## src/design/pts_pkg.sv

```systemverilog
package pts_pkg;

	localparam int unsigned THREAD_COUNT_DEF = 16;
	localparam logic [7:0] PRIO_NONE = 8'd255;
	localparam logic [7:0] PRIO_FLOOR = 8'd1;
	localparam logic [7:0] SLICE_RST = 8'd10;
	localparam logic [7:0] AGING_RST = 8'd50;
	// floor(x / 10) = (x * RECIP_10) >> RECIP_SHIFT for any 32-bit x
	localparam logic [31:0] RECIP_10 = 32'hCCCC_CCCD;
	localparam int unsigned RECIP_SHIFT = 35;

	typedef enum logic [2:0] {
		ST_UNUSED   = 3'd0,
		ST_READY    = 3'd1,
		ST_RUNNING  = 3'd2,
		ST_BLOCKED  = 3'd3,
		ST_SLEEPING = 3'd4,
		ST_DEAD     = 3'd5
	} ent_state_t;

	typedef enum logic [2:0] {
		ACT_TICK      = 3'd0,
		ACT_BLOCK     = 3'd1,
		ACT_UNBLOCK   = 3'd2,
		ACT_SLEEP     = 3'd3,
		ACT_TERMINATE = 3'd4,
		ACT_ADMIT     = 3'd5
	} action_t;

	typedef enum logic [1:0] {
		REG_ENABLE = 2'd0,
		REG_SLICE  = 2'd1,
		REG_AGING  = 2'd2
	} reg_idx_t;

	typedef enum logic [2:0] {
		FSM_IDLE,
		FSM_EXEC,
		FSM_SLEEP,
		FSM_CHARGE,
		FSM_WAKE,
		FSM_SCAN,
		FSM_DONE
	} fsm_t;

	typedef enum logic [2:0] {
		OP_NONE,
		OP_AGE,
		OP_WAKE,
		OP_SET,
		OP_SLEEP,
		OP_RUN,
		OP_DEC,
		OP_ADMIT
	} cell_op_t;

	typedef struct packed {
		cell_op_t   op;
		ent_state_t st;
		logic [7:0] prio;
		logic [7:0] quantum;
		logic [31:0] wake;
	} cell_cmd_t;

endpackage

```

## src/design/priority_thread_scheduler.sv

```systemverilog
// Event-driven thread scheduler over a row of thread cells. One event is taken
// when start is high and busy is low; its result appears for exactly one cycle
// with done high and cannot be stalled, so the receiver must take it then.
// Unblock, admit, unknown actions and disabled ticks go from exec to done; ticks that
// only charge the quantum pass charge. Block and terminate pass wake and scan; sleep
// and ticks that pick pass sleep or charge, then wake and scan: the pick passes a best
// candidate word down the chain of cells, one cell per cycle.
// Configuration writes are always ready and should be made while busy is low.
module priority_thread_scheduler #(
	parameter int unsigned THREAD_COUNT = pts_pkg::THREAD_COUNT_DEF
) (
	input  logic        clk,
	input  logic        arst_n,
	input  logic        start,
	output logic        busy,
	input  logic [2:0]  action,
	input  logic [3:0]  thread_id,
	input  logic [7:0]  thread_priority,
	input  logic [31:0] sleep_ms,
	output logic        done,
	output logic [3:0]  running_tid,
	output logic [3:0]  previous_tid,
	output logic        switched,
	input  logic        cfg_valid,
	output logic        cfg_ready,
	input  logic [1:0]  cfg_index,
	input  logic [7:0]  cfg_data
);
	import pts_pkg::*;

	localparam int unsigned IDX_W = (THREAD_COUNT > 1) ? $clog2(THREAD_COUNT) : 1;

	fsm_t fsm_q, fsm_nxt;
	logic        enable_q;
	logic [7:0]  slice_q;
	logic [7:0]  aging_per_q;
	logic [7:0]  aging_q;
	logic [31:0] tick_q;
	logic [IDX_W-1:0] cur_q;
	logic [IDX_W-1:0] prev_q;
	logic [2:0]  act_q;
	logic [3:0]  tid_q;
	logic [7:0]  prio_q;
	logic [31:0] ms_q;
	logic [63:0] prod_s1;
	logic        inj_q;

	cell_cmd_t   cmd;
	logic [IDX_W-1:0] tgt_idx;
	logic [IDX_W-1:0] sel_idx;
	logic [IDX_W-1:0] tid_idx;
	logic        tid_ok;
	ent_state_t  sel_st;
	logic [7:0]  sel_quant;
	logic [7:0]  aging_inc;
	logic [28:0] ticks;
	logic [IDX_W-1:0] pick;
	logic        do_run;
	logic        is_tick;
	logic        accept;

	ent_state_t  st_arr [THREAD_COUNT];
	logic [7:0]  qt_arr [THREAD_COUNT];
	logic        sc_vld  [THREAD_COUNT+1];
	logic [7:0]  sc_prio [THREAD_COUNT+1];
	logic [IDX_W-1:0] sc_idx [THREAD_COUNT+1];

	assign accept = start && !busy;
	assign busy = (fsm_q != FSM_IDLE);
	assign cfg_ready = 1'b1;
	assign tid_idx = IDX_W'(tid_q);
	assign tid_ok = 32'(tid_q) < THREAD_COUNT;
	assign is_tick = (act_q == ACT_TICK);
	assign aging_inc = aging_q + 8'd1;
	assign ticks = (prod_s1[63:RECIP_SHIFT] == '0) ? 29'd1 : prod_s1[63:RECIP_SHIFT];

	assign sel_idx = (fsm_q == FSM_EXEC && (act_q == ACT_UNBLOCK || act_q == ACT_ADMIT))
		? tid_idx : cur_q;
	assign sel_st = st_arr[sel_idx];
	assign sel_quant = qt_arr[sel_idx];

	assign sc_vld[0] = inj_q;
	assign sc_prio[0] = PRIO_NONE;
	assign sc_idx[0] = '0;

	assign pick = (sc_idx[THREAD_COUNT] == '0 && sel_st == ST_RUNNING)
		? cur_q : sc_idx[THREAD_COUNT];
	assign do_run = (pick != cur_q) || (is_tick && sel_st == ST_READY);

	for (genvar g = 0; g < THREAD_COUNT; g++) begin : g_cell
		pts_cell #(
			.IDX_W(IDX_W),
			.IDX(g)
		) u_cell (
			.clk(clk),
			.arst_n(arst_n),
			.cmd(cmd),
			.hit(tgt_idx == IDX_W'(g)),
			.tick_count(tick_q),
			.cur_idx(cur_q),
			.sc_vld_i(sc_vld[g]),
			.sc_prio_i(sc_prio[g]),
			.sc_idx_i(sc_idx[g]),
			.sc_vld_o(sc_vld[g+1]),
			.sc_prio_o(sc_prio[g+1]),
			.sc_idx_o(sc_idx[g+1]),
			.state_o(st_arr[g]),
			.quantum_o(qt_arr[g])
		);
	end

	always_comb begin
		fsm_nxt = fsm_q;
		case (fsm_q)
			FSM_IDLE: if (accept) fsm_nxt = FSM_EXEC;
			FSM_EXEC: begin
				case (act_q)
					ACT_TICK:      fsm_nxt = enable_q ? FSM_CHARGE : FSM_DONE;
					ACT_BLOCK:     fsm_nxt = FSM_WAKE;
					ACT_SLEEP:     fsm_nxt = FSM_SLEEP;
					ACT_TERMINATE: fsm_nxt = FSM_WAKE;
					default:       fsm_nxt = FSM_DONE;
				endcase
			end
			FSM_SLEEP: fsm_nxt = FSM_WAKE;
			FSM_CHARGE: begin
				if (sel_st == ST_RUNNING && sel_quant > 8'd1)
					fsm_nxt = FSM_DONE;
				else
					fsm_nxt = FSM_WAKE;
			end
			FSM_WAKE: fsm_nxt = FSM_SCAN;
			FSM_SCAN: if (sc_vld[THREAD_COUNT]) fsm_nxt = FSM_DONE;
			FSM_DONE: fsm_nxt = FSM_IDLE;
			default:  fsm_nxt = FSM_IDLE;
		endcase
	end

	always_comb begin
		cmd = '{op: OP_NONE, st: ST_UNUSED, prio: prio_q, quantum: slice_q,
			wake: tick_q + 32'(ticks)};
		tgt_idx = sel_idx;
		case (fsm_q)
			FSM_EXEC: begin
				case (act_q)
					ACT_TICK: begin
						if (enable_q && aging_inc >= aging_per_q)
							cmd.op = OP_AGE;
					end
					ACT_BLOCK: begin
						cmd.op = OP_SET;
						cmd.st = ST_BLOCKED;
						cmd.quantum = sel_quant;
					end
					ACT_UNBLOCK: begin
						if (tid_ok && sel_st == ST_BLOCKED) begin
							cmd.op = OP_SET;
							cmd.st = ST_READY;
							cmd.quantum = sel_quant;
						end
					end
					ACT_TERMINATE: begin
						cmd.op = OP_SET;
						cmd.st = ST_DEAD;
						cmd.quantum = sel_quant;
					end
					ACT_ADMIT: begin
						if (tid_ok && (sel_st == ST_UNUSED || sel_st == ST_DEAD))
							cmd.op = OP_ADMIT;
					end
					default: ;
				endcase
			end
			FSM_SLEEP: cmd.op = OP_SLEEP;
			FSM_CHARGE: begin
				if (sel_st == ST_RUNNING) begin
					if (sel_quant > 8'd1) begin
						cmd.op = OP_DEC;
					end else begin
						cmd.op = OP_SET;
						cmd.st = ST_READY;
					end
				end
			end
			FSM_WAKE: cmd.op = OP_WAKE;
			FSM_SCAN: begin
				tgt_idx = pick;
				if (sc_vld[THREAD_COUNT] && do_run)
					cmd.op = OP_RUN;
			end
			default: ;
		endcase
	end

	always_ff @(posedge clk or negedge arst_n) begin
		if (!arst_n) begin
			fsm_q <= FSM_IDLE;
			enable_q <= 1'b0;
			slice_q <= SLICE_RST;
			aging_per_q <= AGING_RST;
			aging_q <= '0;
			tick_q <= '0;
			cur_q <= '0;
			prev_q <= '0;
			inj_q <= 1'b0;
		end else begin
			fsm_q <= fsm_nxt;
			inj_q <= (fsm_q == FSM_WAKE);
			if (cfg_valid && cfg_ready) begin
				case (cfg_index)
					REG_ENABLE: enable_q <= cfg_data[0];
					REG_SLICE:  slice_q <= cfg_data;
					REG_AGING:  aging_per_q <= cfg_data;
					default: ;
				endcase
			end
			if (accept)
				prev_q <= cur_q;
			if (fsm_q == FSM_EXEC && act_q == ACT_TICK && enable_q) begin
				tick_q <= tick_q + 32'd1;
				aging_q <= (aging_inc >= aging_per_q) ? 8'd0 : aging_inc;
			end
			if (fsm_q == FSM_SCAN && sc_vld[THREAD_COUNT] && do_run)
				cur_q <= pick;
		end
	end

	always_ff @(posedge clk) begin
		if (accept) begin
			act_q <= action;
			tid_q <= thread_id;
			prio_q <= thread_priority;
			ms_q <= sleep_ms;
		end
		prod_s1 <= 64'(ms_q) * 64'(RECIP_10);
	end

	assign done = (fsm_q == FSM_DONE);
	assign running_tid = 4'(cur_q);
	assign previous_tid = 4'(prev_q);
	assign switched = (cur_q != prev_q);

endmodule

```

## src/design/pts_cell.sv

```systemverilog
module pts_cell #(
	parameter int unsigned IDX_W = 4,
	parameter int unsigned IDX = 0
) (
	input  logic              clk,
	input  logic              arst_n,
	input  pts_pkg::cell_cmd_t cmd,
	input  logic              hit,
	input  logic [31:0]       tick_count,
	input  logic [IDX_W-1:0]  cur_idx,
	input  logic              sc_vld_i,
	input  logic [7:0]        sc_prio_i,
	input  logic [IDX_W-1:0]  sc_idx_i,
	output logic              sc_vld_o,
	output logic [7:0]        sc_prio_o,
	output logic [IDX_W-1:0]  sc_idx_o,
	output pts_pkg::ent_state_t state_o,
	output logic [7:0]        quantum_o
);
	import pts_pkg::*;

	localparam logic [IDX_W-1:0] MY_IDX = IDX_W'(IDX);

	ent_state_t  state_q;
	logic [7:0]  prio_q;
	logic [7:0]  quantum_q;
	logic [31:0] wake_q;
	logic        sc_vld_q;
	logic [7:0]  sc_prio_q;
	logic [IDX_W-1:0] sc_idx_q;
	logic        cand;

	assign cand = (state_q == ST_READY) && (cur_idx != MY_IDX) && (prio_q < sc_prio_i);

	always_ff @(posedge clk or negedge arst_n) begin
		if (!arst_n) begin
			state_q <= (IDX == 0) ? ST_RUNNING : ST_UNUSED;
			prio_q <= '0;
			quantum_q <= '0;
			wake_q <= '0;
			sc_vld_q <= 1'b0;
		end else begin
			sc_vld_q <= sc_vld_i;
			case (cmd.op)
				OP_AGE: begin
					if (IDX != 0 && state_q == ST_READY && prio_q > PRIO_FLOOR)
						prio_q <= prio_q - 8'd1;
				end
				OP_WAKE: begin
					if (state_q == ST_SLEEPING && tick_count >= wake_q)
						state_q <= ST_READY;
				end
				OP_SET: begin
					if (hit) begin
						state_q <= cmd.st;
						quantum_q <= cmd.quantum;
					end
				end
				OP_SLEEP: begin
					if (hit) begin
						state_q <= ST_SLEEPING;
						wake_q <= cmd.wake;
					end
				end
				OP_RUN: begin
					if (hit) begin
						state_q <= ST_RUNNING;
						quantum_q <= cmd.quantum;
					end
				end
				OP_DEC: begin
					if (hit)
						quantum_q <= quantum_q - 8'd1;
				end
				OP_ADMIT: begin
					if (hit) begin
						state_q <= ST_READY;
						prio_q <= cmd.prio;
						quantum_q <= cmd.quantum;
						wake_q <= '0;
					end
				end
				default: ;
			endcase
		end
	end

	always_ff @(posedge clk) begin
		if (cand) begin
			sc_prio_q <= prio_q;
			sc_idx_q <= MY_IDX;
		end else begin
			sc_prio_q <= sc_prio_i;
			sc_idx_q <= sc_idx_i;
		end
	end

	assign sc_vld_o = sc_vld_q;
	assign sc_prio_o = sc_prio_q;
	assign sc_idx_o = sc_idx_q;
	assign state_o = state_q;
	assign quantum_o = quantum_q;

endmodule
```

## config.mk

```make
export PLATFORM = sky130hd
export DESIGN_NAME = priority_thread_scheduler
export DESIGN_NICKNAME = d
export VERILOG_FILES = /design/src/design/pts_pkg.sv /design/src/design/priority_thread_scheduler.sv /design/src/design/pts_cell.sv
export SDC_FILE = /design/constraint.sdc
export NUM_CORES = 2
export LEC_CHECK = 0
export BUFFER_PORTS_ARGS = -buffer_cell sky130_fd_sc_hd__buf_2
export CAP_MARGIN = 20
export CORE_UTILIZATION = 45
export DETAILED_ROUTE_END_ITERATION = 16
export GPL_ROUTABILITY_DRIVEN = 0
export HOLD_SLACK_MARGIN = 0.05
export MAX_ROUTING_LAYER = met4
export PLACE_DENSITY = 0.69
export SLEW_MARGIN = 40
export SYNTH_ARGS = -nofsm -noshare
export SYNTH_HDL_FRONTEND = slang
export SYNTH_SLANG_ARGS = --single-unit
```

## constraint.sdc

```tcl
create_clock -name clk -period 9.4 [get_ports clk]
set_clock_uncertainty 0.2 [all_clocks]
set_input_delay 0.47 -clock clk [delete_from_list [all_inputs] [get_ports clk]]
set_output_delay 0.47 -clock clk [all_outputs]
set_load 0.02 [all_outputs]
```

# Yosys cells after proc, flatten, opt, wreduce, memory -nomap -nowiden
# Index checks and enable logic that the tools add are counted.
[totals]
reg_bits = 1181
inputBits = 61
output_inout_bits = 12
elab_cells = 871
[classes]
n_addsub = 34
n_mul = 1
n_lt_le_gt_ge = 50
n_eq_ne = 217
n_mux = 283
n_bitwise = 1
n_reduce_logical = 161
[op_table]
columns = ["cell", "count"]
rows = [
  ["$mux 32", 32],
  ["$pmux 32 s2", 16],
  ["$mux 8", 81],
  ["$ge 32x32->1", 16],
  ["$pmux 8 s2", 32],
  ["$mux 3", 88],
  ["$pmux 3 s5", 17],
  ["$sub 8x1->8 const B", 31],
  ["$ne 2x1->1 const B", 119],
  ["$reduce_and 3->1", 47],
  ["$gt 8x1->1 const B", 16],
  ["$lt 8x8->1", 15],
  ["$reduce_and 6->1", 16],
  ["$eq 3x3->1 const B", 26],
  ["$logic_and 1x1->1", 74],
  ["$mul 32x32->64 const B", 1],
  ["$eq 3x1->1 const B", 20],
  ["$add 32x1->32 const B", 1],
  ["$add 32x29->32", 1],
  ["$bmux 8 s4", 1],
  ["$eq 4x4->1 const B", 8],
  ["$ne 4x4->1 const B", 8],
  ["$logic_not 29->1", 1],
  ["$mux 29", 1],
  ["38 further kinds", 79],
]

# Longest topological paths before layout
[logic_depth]
depth_word = 20
ltp_mapped = 29
ltp_nobuf = 29

# Hierarchy
# A second synthesis with hierarchy kept.
[unflattened]
cells_unflattened = 10209
hier_area_um2 = 90765.8
[modules_own_cells]
columns = ["mod", "instances", "cells_per_inst", "area_per_inst_um2"]
rows = [
  ["priority_thread_scheduler", 1, 2383, 24826.3],
  ["pts_cell (g_cell[2].u_cell ...)", 3, 496, 4151.5],
  ["pts_cell (g_cell[11].u_cell ...)", 2, 492, 4152.7],
  ["pts_cell (g_cell[5].u_cell ...)", 2, 496, 4146.5],
  ["pts_cell (g_cell[10].u_cell)", 1, 491, 4179.0],
  ["pts_cell (g_cell[15].u_cell)", 1, 496, 4159.0],
  ["pts_cell (g_cell[12].u_cell)", 1, 495, 4156.5],
  ["pts_cell (g_cell[1].u_cell)", 1, 495, 4155.2],
  ["pts_cell (g_cell[14].u_cell)", 1, 492, 4154.0],
  ["pts_cell (g_cell[7].u_cell)", 1, 495, 4141.5],
  ["pts_cell (g_cell[3].u_cell)", 1, 498, 4136.5],
  ["pts_cell (g_cell[0].u_cell)", 1, 474, 3987.6],
  ["pts_cell (g_cell[9].u_cell)", 1, 426, 3817.4],
]

# Worst setup path after synthesis
# OpenSTA, ideal clock, no wires.
[synth_path]
path_type = "reg2reg"
from = "register ms_q[1]"
to = "register prod_s1[53]"
arrival_time_ns = 7.211
setup_slack_ns = 1.870
stages_incl_launch_ff = 27
n_path_buf = 0
path_cell_list = "edfxtp_1 > ha_1 > xor2_1 > ha_1 > or2_2 > fa_1 > fa_1 > fa_1 > fa_1 > fa_1 > inv_1 > fa_1 > inv_1 > ha_1 > nand4_1 > nor3_1 > nand2_1 > nor3_1 > nand3_1 > a211o_1 > o311ai_0 > o211a_1 > nor2_1 > a311o_1 > a21boi_0 > nor2_1 > xnor2_1"
[synth_via]
elab_chain_cells = 1
[synth_rtl]
columns = ["item", "line", "source"]
rows = [
  ["from (decl)", "priority_thread_scheduler.sv:44", "logic [31:0] ms_q;"],
  ["from (signal assigned)", "priority_thread_scheduler.sv:233", "ms_q <= sleep_ms;"],
  ["$mul 32x32->64", "priority_thread_scheduler.sv:235", "prod_s1 <= 64'(ms_q) * 64'(RECIP_10);"],
  ["to (signal assigned)", "priority_thread_scheduler.sv:235", ""],
  ["to (decl)", "priority_thread_scheduler.sv:45", "logic [63:0] prod_s1;"],
]
# No other way between the ends.
# A chain may end at the register's enable or synchronous reset.

# Worst setup path in the final report
[layout_path]
from = "register ms_q[3]"
to = "register prod_s1[54]"
# Same word-level chain as after synthesis.

==> qor.txt <==
Max-slew headroom = 36.8%
Vias in the first global route = 62896
MaxCap Viol Count = 0
H-tree levels = 4
Synthesized instance count = 8671
Cell area after layout = 0.0897 mm^2
Maximum fanout along the worst path = 8
GRT overflow = 0
Compound-gate portion of the synthesized area = 15.5%
Fillers = 16054
Status = finished, final reports clean
Register area = 0.0279 mm^2
Die X-Extent = 426 um
Nets = 10217
DRT antenna net count = 0
Largest net degree at the start of global routing = 102
CTS Buf Count = 134
Overall routing resource usage = 26.8%
Mapped Avg Cell Area = 9.34 um^2
Die height = 426 um
PortBufs = 71
Main synth FF type = dfrtp_1
Footprint of the multi-input gates = 0.0473 mm^2
Reg clk slew, reported paths = 60 ps
Largest family of logic cells by synthesized area = adder cells
Critical setup path kind = reg -> reg
Slowest library cell on the worst path = edfxtp_1
Drt wl/cell = 21.1 um
Yosys top cell area share = 27.7%
Number of buffers and inverters on the critical path = 2
CP peak stage delay = 570 ps
Sequential area share after synthesis = 34.5%
Min Tclk post-route = 8610 ps
CTS tree = done
Largest area contributor in the netlist = dfrtp_1
Drt total wl = 236 mm
Mapped Area = 0.0810 mm^2
# setup viols final = 0
Sum of negative setup slack = 0 ps
Post-synth EDFFs = 47
Top cells by area, synth = dfrtp_1 28%, ha_1 16%, fa_1 9.6%, inv_1 6.0%, o21ai_0 5.3%
Most common cell in the netlist = inv_1
Synth async-reset ratio = 78.6%
Final WS setup = 791 ps
Clk sink count = 1146
Crit path launch type = flip-flop
Post-Syn Nets = 10166
Worst-Skew Late Latency = 820 ps
Top cell by count, worst path = fa_1
DR iter-0 viols = 5558
Cell Area, Placed = 0.0843 mm^2
Post-synth cell types = 95
Total setup buffers inserted after CTS = 0
RSZ-0062 raised after global routing = no
CTS max path bufs = 3
Area added between synthesis and finish = 10.7%
First-pass GRT wire length = 366 mm
Hpwl dp = 173 mm
Period utilisation layout = 91.6%
Hold crit path type = in -> async
Die ar. = 0.182 mm^2
Root buffer cell = clkbuf_16
Initial Util = 45.3%
Crit path max-delay family = adder cells
Worst Path Arrival = 9090 ps
FMAX = 116 MHz
Core Region = 0.179 mm^2
Setup crit end kind = flip-flop
Area share of and/or/nand/nor cells after synthesis = 11.6%
Mux cell area share after synthesis = 3.53%
Synthesized flop and latch total = 1146
Initial antenna violation count = 9
Layout cells sized above 1 = 8.62%
Via-per-instance ratio = 5.70
Dpl ws = 909 ps
Xor and xnor area share after synthesis = 1.51%
Final Hold Vio Count = 0
DRC errors left = 0
Actual slew at the worst max-slew pin = 949 ps
Pins Over Slew Limit = 0
Adder-Cell Fraction of Synth Area = 25.7%
Worst path required time = 9880 ps
Via count = 63741
I/O pin cnt = 73
Row cnt = 155
TritonRoute pass-1 iters = 6
Synth cell count leaders = 1301 x inv_1, 1047 x ha_1, 910 x nand2_1, 895 x dfrtp_1, 865 x o21ai_0
Warnings from Yosys = 0
==> placed cells by master, fill, tap and decap left out, drive strengths merged, types with 37 or more instances in the layout <==
| cell | count |
|---|---|
| ha | 1047 |
| nand3 | 113 |
| a21oi | 402 |
| xor2 | 62 |
| nor3 | 142 |
| a31oi | 57 |
| o31ai | 45 |
| o21a | 37 |
| o21ai | 878 |
| xnor2 | 78 |
| nand2 | 910 |
| mux2 | 198 |
| mux2i | 58 |
| or2 | 38 |
| dfrtp | 895 |
| clkbuf | 194 |
| nand2b | 160 |
| and2 | 41 |
| a22o | 91 |
| buf | 176 |
| nor2b | 96 |
| a21o | 183 |
| nand4 | 86 |
| o22ai | 43 |
| nor4 | 37 |
| a211oi | 46 |
| dfxtp | 198 |
| fa | 387 |
| dlygate4sd3 | 60 |
| edfxtp | 47 |
| inv | 1307 |
| nor2 | 296 |
==> stage by stage <==
step                      util (%)  std cells  hold slack (ps)
after CTS                     50.1      11183             66.1
final                         50.2      11192             95.9
after detailed placement      47.2      10879              137
after global routing          50.2      11191             87.2
after global placement        47.0      10871              132
after floorplan                  -       8671            -25.6
==> cell families after synthesis <==
| group | Yosys count |
|---|---|
| XOR/XNOR | 140 |
| adder cells (fa/ha/maj) | 1434 |
| other | 1 |
| buffers and inverters | 1624 |
| multiplexers | 258 |
| AO/OA/AOI/OAI | 2053 |
| AND/OR/NAND/NOR | 2015 |
| flip-flops | 1146 |
==> area by class of cell <==
cell class	instances	area share, %
diodes	8	0.0223
clock buffers	193	4.35
clock inverters	50	0.848
inverters	1302	5.45
multi-input cells	5901	52.7
flip-flops and latches	1146	31.1
well taps	2355	3.29
repair buffers	237	2.17
==> flip-flops by register name, summed over array words and instances, names as in the netlist <==
name	flops
slice_q	8
g_cell.u_cell.quantum_o	128
tick_q	32
prio_q	8
aging_q	8
previous_tid	4
act_q	3
prod_s1	29
running_tid	4
g_cell.u_cell.state_o	48
aging_per_q	8
g_cell.u_cell.prio_q	128
g_cell.u_cell.sc_idx_o	49
fsm_q	3
tid_idx	4
g_cell.u_cell.sc_prio_o	120
enable_q	1
ms_q	32
g_cell.u_cell.sc_vld_o	16
g_cell.u_cell.wake_q	512
inj_q	1
==> final timing paths <==
| check | start | cells past startpoint | endpoint | slack (ps) |
|---|---|---|---|---|
| setup / recovery | ms_q[3]$_DFFE_PP_ | 25 | prod_s1[54]$_DFF_P_ | 790 |
| hold / removal | arst_n | 2 | aging_per_q[4]$_DFFE_PN1P_ | 100 |
| setup reg to reg | ms_q[3]$_DFFE_PP_ | 25 | prod_s1[54]$_DFF_P_ | 790 |
| hold reg to reg | g_cell[13].u_cell.sc_vld_o$_DFF_PN0_ | 0 | g_cell[14].u_cell.sc_vld_o$_DFF_PN0_ | 150 |
| max in group asynchronous | arst_n | 6 | g_cell[1].u_cell.wake_q[18]$_DFFE_PN0P_ | 6830 |
| min in group clk | g_cell[13].u_cell.sc_vld_o$_DFF_PN0_ | 0 | g_cell[14].u_cell.sc_vld_o$_DFF_PN0_ | 150 |
==> metal layers <==
layer  part of all wire (%)  vias up  global-route usage, %  routed length, um
met2                     46     2408                   42.1             109000
met3                    7.5      536                   4.65              17700
li1                       -    29542                      -                  -
met5                      0        -                      -                  0
met1                     42    31255                   34.2              99500
met4                    4.2        0                   10.8               9990
==> timing repair <==
item | 4_1_cts | 5_1_grt
hold endpoints to repair | 231 | 0
hold buffers | 61 | 0
gates resized for setup | 0 | 0
Power is left out: the tool's default activity adds up to more than one toggle a clock period on the data nets, which glitch-free logic cannot reach.
